`config.mk`:
```
export PLATFORM = sky130hd
export DESIGN_NAME = signed_integer_divider_core
export DESIGN_NICKNAME = d
export VERILOG_FILES = /design/src/hdl/sid_pkg.sv /design/src/hdl/sid_prep.sv /design/src/hdl/sid_cell.sv /design/src/hdl/sid_post.sv /design/src/hdl/signed_integer_divider_core.sv
export SDC_FILE = /design/constraint.sdc
export NUM_CORES = 2
export LEC_CHECK = 0
export BUFFER_PORTS_ARGS = -buffer_cell sky130_fd_sc_hd__buf_2
export CAP_MARGIN = 15
export CORE_MARGIN = 8
export CORE_UTILIZATION = 50
export CTS_CLUSTER_DIAMETER = 50
export DETAILED_ROUTE_END_ITERATION = 16
export PLACE_DENSITY = 0.7
export RECOVER_POWER = 100
export SYNTH_ARGS = -nofsm -noshare
export SYNTH_HDL_FRONTEND = slang
export SYNTH_SLANG_ARGS = --single-unit
```
`constraint.sdc`:
```
create_clock -name clk_i -period 4.4 [get_ports clk_i]
set_input_delay 1.1 -clock clk_i [delete_from_list [all_inputs] [get_ports clk_i]]
set_output_delay 1.1 -clock clk_i [all_outputs]
set_load 0.05 [all_outputs]
```
`src/hdl/sid_pkg.sv`:
```
// ----------------------------------------------------------------------------
// sid_pkg
// Shared widths, constants and stage types of the signed divider core.
// ----------------------------------------------------------------------------
package sid_pkg;

  localparam int DataWidth = 32;
  localparam int Latency   = DataWidth + 2;

  typedef logic [DataWidth-1:0] word_t;

  localparam word_t MaxPos = {1'b0, {(DataWidth-1){1'b1}}};
  localparam word_t MinNeg = {1'b1, {(DataWidth-1){1'b0}}};
  localparam word_t AllOne = {DataWidth{1'b1}};

  typedef struct packed {
    logic  neg;
    logic  sat;
    word_t dvs;
    word_t rem;
    word_t dq;
  } stage_t;

endpackage

```
`src/hdl/sid_prep.sv`:
```
// ----------------------------------------------------------------------------
// sid_prep
// Entry stage: operand magnitudes, result sign and saturation flag.
// ----------------------------------------------------------------------------
module sid_prep (
  input  logic                           clk_i,
  input  logic                           rst_ni,
  input  logic                           valid_i,
  input  logic signed [sid_pkg::DataWidth-1:0] dividend_i,
  input  logic signed [sid_pkg::DataWidth-1:0] divisor_i,
  output logic                           valid_o,
  output sid_pkg::stage_t                stage_o
);
  import sid_pkg::*;

  logic   dvd_neg;
  logic   dvs_neg;
  word_t  dvd_mag;
  word_t  dvs_mag;
  logic   valid_q;
  stage_t stage_d;
  stage_t stage_q;

  assign dvd_neg = dividend_i[DataWidth-1];
  assign dvs_neg = divisor_i[DataWidth-1];
  assign dvd_mag = dvd_neg ? word_t'(-dividend_i) : word_t'(dividend_i);
  assign dvs_mag = dvs_neg ? word_t'(-divisor_i) : word_t'(divisor_i);

  always_comb begin
    stage_d.neg = dvd_neg ^ dvs_neg;
    stage_d.sat = (divisor_i == '0) ||
                  ((word_t'(dividend_i) == MinNeg) && (word_t'(divisor_i) == AllOne));
    stage_d.dvs = dvs_mag;
    stage_d.rem = '0;
    stage_d.dq  = dvd_mag;
  end

  always_ff @(posedge clk_i or negedge rst_ni) begin
    if (!rst_ni) begin
      valid_q <= 1'b0;
    end else begin
      valid_q <= valid_i;
    end
  end

  always_ff @(posedge clk_i) begin
    stage_q <= stage_d;
  end

  assign valid_o = valid_q;
  assign stage_o = stage_q;

endmodule

```
`src/hdl/sid_cell.sv`:
```
// ----------------------------------------------------------------------------
// sid_cell
// One restoring division step: shift in a dividend bit, trial subtract,
// shift in the quotient bit.
// ----------------------------------------------------------------------------
module sid_cell (
  input  logic            clk_i,
  input  logic            rst_ni,
  input  logic            valid_i,
  input  sid_pkg::stage_t stage_i,
  output logic            valid_o,
  output sid_pkg::stage_t stage_o
);
  import sid_pkg::*;

  logic [DataWidth:0] trial;
  logic [DataWidth:0] diff;
  logic               fits;
  logic               valid_q;
  stage_t             stage_d;
  stage_t             stage_q;

  assign trial = {stage_i.rem, stage_i.dq[DataWidth-1]};
  assign diff  = trial - {1'b0, stage_i.dvs};
  assign fits  = !diff[DataWidth];

  always_comb begin
    stage_d     = stage_i;
    stage_d.rem = fits ? diff[DataWidth-1:0] : trial[DataWidth-1:0];
    stage_d.dq  = {stage_i.dq[DataWidth-2:0], fits};
  end

  always_ff @(posedge clk_i or negedge rst_ni) begin
    if (!rst_ni) begin
      valid_q <= 1'b0;
    end else begin
      valid_q <= valid_i;
    end
  end

  always_ff @(posedge clk_i) begin
    stage_q <= stage_d;
  end

  assign valid_o = valid_q;
  assign stage_o = stage_q;

endmodule

```
`src/hdl/sid_post.sv`:
```
// ----------------------------------------------------------------------------
// sid_post
// Exit stage: apply the sign, saturate, register the result beat.
// ----------------------------------------------------------------------------
module sid_post (
  input  logic                                 clk_i,
  input  logic                                 rst_ni,
  input  logic                                 valid_i,
  input  sid_pkg::stage_t                      stage_i,
  output logic                                 done_o,
  output logic signed [sid_pkg::DataWidth-1:0] quotient_o
);
  import sid_pkg::*;

  word_t quot_d;
  word_t quot_q;
  logic  done_q;

  always_comb begin
    if (stage_i.sat) begin
      quot_d = MaxPos;
    end else if (stage_i.neg) begin
      quot_d = word_t'(-stage_i.dq);
    end else begin
      quot_d = stage_i.dq;
    end
  end

  always_ff @(posedge clk_i or negedge rst_ni) begin
    if (!rst_ni) begin
      done_q <= 1'b0;
    end else begin
      done_q <= valid_i;
    end
  end

  always_ff @(posedge clk_i) begin
    quot_q <= quot_d;
  end

  assign done_o     = done_q;
  assign quotient_o = quot_q;

endmodule

```
`src/hdl/signed_integer_divider_core.sv`:
```
// ----------------------------------------------------------------------------
// signed_integer_divider_core
// Pipelined signed 32-bit restoring divider, quotient truncated toward zero.
// Zero divisor and most-negative / -1 give the largest positive value.
// ----------------------------------------------------------------------------
//  beat       ports                                  accepted when
//  ---------  -------------------------------------  -------------------------
//  operands   start_i, dividend_i, divisor_i         start_i && !busy_o
//  quotient   done_o, quotient_o                     every cycle done_o is high
//
//  One operand beat per cycle; busy_o stays low.
//  Pipeline: entry stage, one step cell per quotient bit, then the exit
//  stage; every stage registers its beat.
//  Reset clears the valid bits of all stages; beats in flight are dropped.
//  The result side has no stall: each quotient shows for exactly one cycle.
// ----------------------------------------------------------------------------
module signed_integer_divider_core (
  input  logic                                 clk_i,
  input  logic                                 rst_ni,
  input  logic                                 start_i,
  output logic                                 busy_o,
  input  logic signed [sid_pkg::DataWidth-1:0] dividend_i,
  input  logic signed [sid_pkg::DataWidth-1:0] divisor_i,
  output logic                                 done_o,
  output logic signed [sid_pkg::DataWidth-1:0] quotient_o
);
  import sid_pkg::*;

  logic   valid [DataWidth+1];
  stage_t stage [DataWidth+1];

  assign busy_o = 1'b0;

  sid_prep u_prep (
    .clk_i      (clk_i),
    .rst_ni     (rst_ni),
    .valid_i    (start_i),
    .dividend_i (dividend_i),
    .divisor_i  (divisor_i),
    .valid_o    (valid[0]),
    .stage_o    (stage[0])
  );

  for (genvar k = 0; k < DataWidth; k++) begin : g_cell
    sid_cell u_cell (
      .clk_i   (clk_i),
      .rst_ni  (rst_ni),
      .valid_i (valid[k]),
      .stage_i (stage[k]),
      .valid_o (valid[k+1]),
      .stage_o (stage[k+1])
    );
  end

  sid_post u_post (
    .clk_i      (clk_i),
    .rst_ni     (rst_ni),
    .valid_i    (valid[DataWidth]),
    .stage_i    (stage[DataWidth]),
    .done_o     (done_o),
    .quotient_o (quotient_o)
  );

endmodule

```
==> reports/metrics.cfg <==
[yosys]
syn_avg_cell_area_um2=10.44
synth_cell_types=86
netlist_instances=12390
yosysTopAreaCellShare_pct=49.06
seq_area_frac_synth_pct=49.72
synth_ff_type=dfxtp_1
synth_edf_count=0
syn_area_mm2=0.1294
synth_seq_cells=3204
synth_top_area_cell=dfxtp_1
ys.warnings.count=0
yosys-top-cells-area=dfxtp_1 (49%), ha_1 (9.6%), mux2_2 (7.6%)
async_flop_share_pct=1.061

[cts]
numCtsBuffers=370
cts_max_level=5
cts_setup_buffers=0
cts-root-buf=clkbuf_16
clock_sinks=3204
clk_latency_ns=0.98
clk_pin_slew_worst_paths_ns=0.06
tritoncts=done
clockBufferDepth=4

[timing]
rsz0062_at_grt=no
slew_headroom_pct=-16.91
hold_viol=0
period_minus_slack_ns=4.232
slew_violations=35
tightest_slew_ns=1.754
setup_violations=0
layout_setup_ws_ns=0.1682
fmax_mhz=236.3
clock-skew-final_ns=0.08049
post-route-period-util_pct=96.18

[min_path]
hp-class=primary input to register
hold_start=start_i
holdPathEnd=u_prep.valid_o
hold_depth=1

[setup_path]
critPathArrivalTime_ns=5.05
end_kind=register
required_ns=5.22
critPathLaunchType=register
worstSetupPathType=register to register
ff2ff_setup_slack_ns=0.17
crit_fanout=33
reg2reg_from=g_cell[24].u_cell.stage_o[31]
r2r_cells=16
worst_r2r_endpoint=g_cell[25].u_cell.stage_o[42]

[finish]
drive_gt1_share_pct=13.11
nets=13850
final_cell_mix=dfxtp_1 (3170), inv_1 (1256), ha_1 (997)
area.growth.synth_to_final_pct=13.99
layout_commonest_cell=dfxtp_1

[power_and_ir_drop]
p_switching_mw=51.25
peakVddDrop_v=0.0009789
p_leak_nw=67.13
clkPwrFrac_pct=22.1
p_total_mw=141.9
internal-power_mw=90.62
swShare_pct=36.13
power_density_mw_per_mm2=962.1
pwr-share-seq_pct=30.5
combPwrFrac_pct=47.4

[run]
cap_viol_max_count=1

[floorplanning]
initial_core_util_pct=50.30
die_area_mm2=0.2752
die_h_um=524.6
die_w_um=524.6
ios=101
design.core.area_mm2=0.2572
row_count=186

[outcome]
violations=max-capacitance violations, max-slew violations
outcome=finished with violations

[grt]
grtUsageTotal_pct=19.11
grt_antenna_before_repair=6
grt_pass1_wl_um=447000
overflow=0
grt_max_degree=40
first_global_vias=90230

[drt]
wl_per_cell_um=16.78
vias_per_cell=5.340
first_iter_violations=4678
num_vias=87710
drc=0
drtAntennaViolNets=0
dr.pass1.iters=8
drt_wl_total_um=275700

[place]
io_buffers=99
gp_congestion=0.9448
dpl_worst_slack_ns=-0.1778
hpwl_um=209600

[synth_stat cells (37+ instances only)]
| master | instances |
|---|---|
| nand2_1 | 558 |
| nand3_1 | 171 |
| a21oi_1 | 821 |
| a21o_1 | 435 |
| dfxtp_1 | 3170 |
| clkbuf_1 | 201 |
| and2_1 | 37 |
| o21bai_1 | 102 |
| mux2i_1 | 88 |
| nor4_1 | 43 |
| nor2_1 | 504 |
| a211oi_1 | 52 |
| and3_1 | 107 |
| o21a_1 | 168 |
| or3_1 | 53 |
| nand4_1 | 110 |
| nor3_1 | 98 |
| buf_2 | 48 |
| xor2_1 | 296 |
| nor2b_1 | 135 |
| o211ai_1 | 50 |
| inv_1 | 1256 |
| xnor2_1 | 612 |
| mux2_2 | 869 |
| nand2b_1 | 103 |
| o21ai_0 | 507 |
| o31ai_1 | 86 |
| ha_1 | 997 |
| o31a_1 | 42 |
| a31oi_1 | 123 |
[layout make-up]
class | count | area (um^2)
multi-input combinational | 7685 | 59610
clock inverter | 197 | 2650
antenna | 4 | 10.01
sequential | 3204 | 64310
fill | 21250 | 109700
clock buffer | 463 | 10200
timing repair buffer | 234 | 1730
tap | 3384 | 4234
inverter | 1256 | 4715
[power groups by stage]
stage / registers [mW] / clock network (mW) / logic, mW
after floorplan: 42.3 / 0 / 51.7
after global placement: 43.7 / 0 / 64.8
after detailed placement: 43.9 / 0 / 66.7
after CTS: 43.3 / 32.2 / 67.4
after global routing: 44.1 / 33.5 / 73.7
final: 43.2 / 31.4 / 67.2
[routing by layer]
layer	GRT usage (%)	vias to the layer above	wire, um
met3	3.358	747	12330
met1	22.47	41170	117700
met4	7.881	4	11040
li1	-	43680	-
met5	0	-	26
met2	34.35	2109	134600
[state kept, by name, indices dropped and copies added, names as in the netlist]
register               flops
u_post.done_o              1
g_cell.u_cell.valid_o     32
g_cell.u_cell.stage_o   3072
u_prep.stage_o            66
u_prep.valid_o             1
u_post.quotient_o         32
[metrics by stage]
step / cells / hold slack, ns / cell area (um^2) / util (%) / setup TNS, ns
after detailed placement: 15760 / 0.3121 / 134800 / 52.44 / -1.026
after global routing: 16430 / 0.1871 / 147500 / 57.34 / 0
after global placement: 15760 / 0.3099 / 134800 / 52.43 / -1.555
after CTS: 16420 / 0.1438 / 147700 / 57.44 / 0
after floorplan: 12400 / 0.3096 / 129400 / - / 0
final: 16430 / 0.2592 / 147500 / 57.34 / 0
[cells by family after synthesis]
family / Yosys count / share of synthesized area [%]
multiplexers: 957 / 8.246
XOR/XNOR: 908 / 6.148
AO/OA/AOI/OAI: 2741 / 13.68
buffers and inverters: 1513 / 4.440
adder cells (fa/ha/maj): 1027 / 10.11
other: 1 / 0.002899
flip-flops: 3204 / 49.72
AND/OR/NAND/NOR: 2036 / 7.663
[worst max-delay path, stage by stage, from the launching register on]
cell      delay [ns]
dfxtp_1         0.32
inv_1           0.05
ha_1            0.22
fa_1            0.41
nor2b_1         0.16
o31ai_1         0.16
a311oi_1        0.40
clkbuf_1        0.22
o31ai_1         0.12
a211o_1         0.38
a21oi_1         0.15
clkbuf_1        0.27
nand2_1         0.13
o21ai_0         0.30
xnor2_2         0.17
buf_12          0.23
mux2_2          0.37
[repair_timing]
item / CTS / global route
hold buffers: 0 / 0
resized for setup: 1 / 4
setup endpoints to repair: 2 / 110
[how the worst max path moves through the flow]
stage,depth (start not counted),slack (ns),from,endpoint
floorplan,8,0.48,dividend_i[3],u_prep.stage_o[25]
global placement,11,-0.19,dividend_i[0],u_prep.stage_o[23]
detailed placement,12,-0.18,dividend_i[1],u_prep.stage_o[24]
CTS,14,0.10,g_cell[28].u_cell.stage_o[31],g_cell[29].u_cell.stage_o[46]
global route,15,0.02,g_cell[6].u_cell.stage_o[31],g_cell[7].u_cell.stage_o[50]
finish,16,0.17,g_cell[24].u_cell.stage_o[31],g_cell[25].u_cell.stage_o[42]
Note: power is estimated with default switching activity, not from simulation.
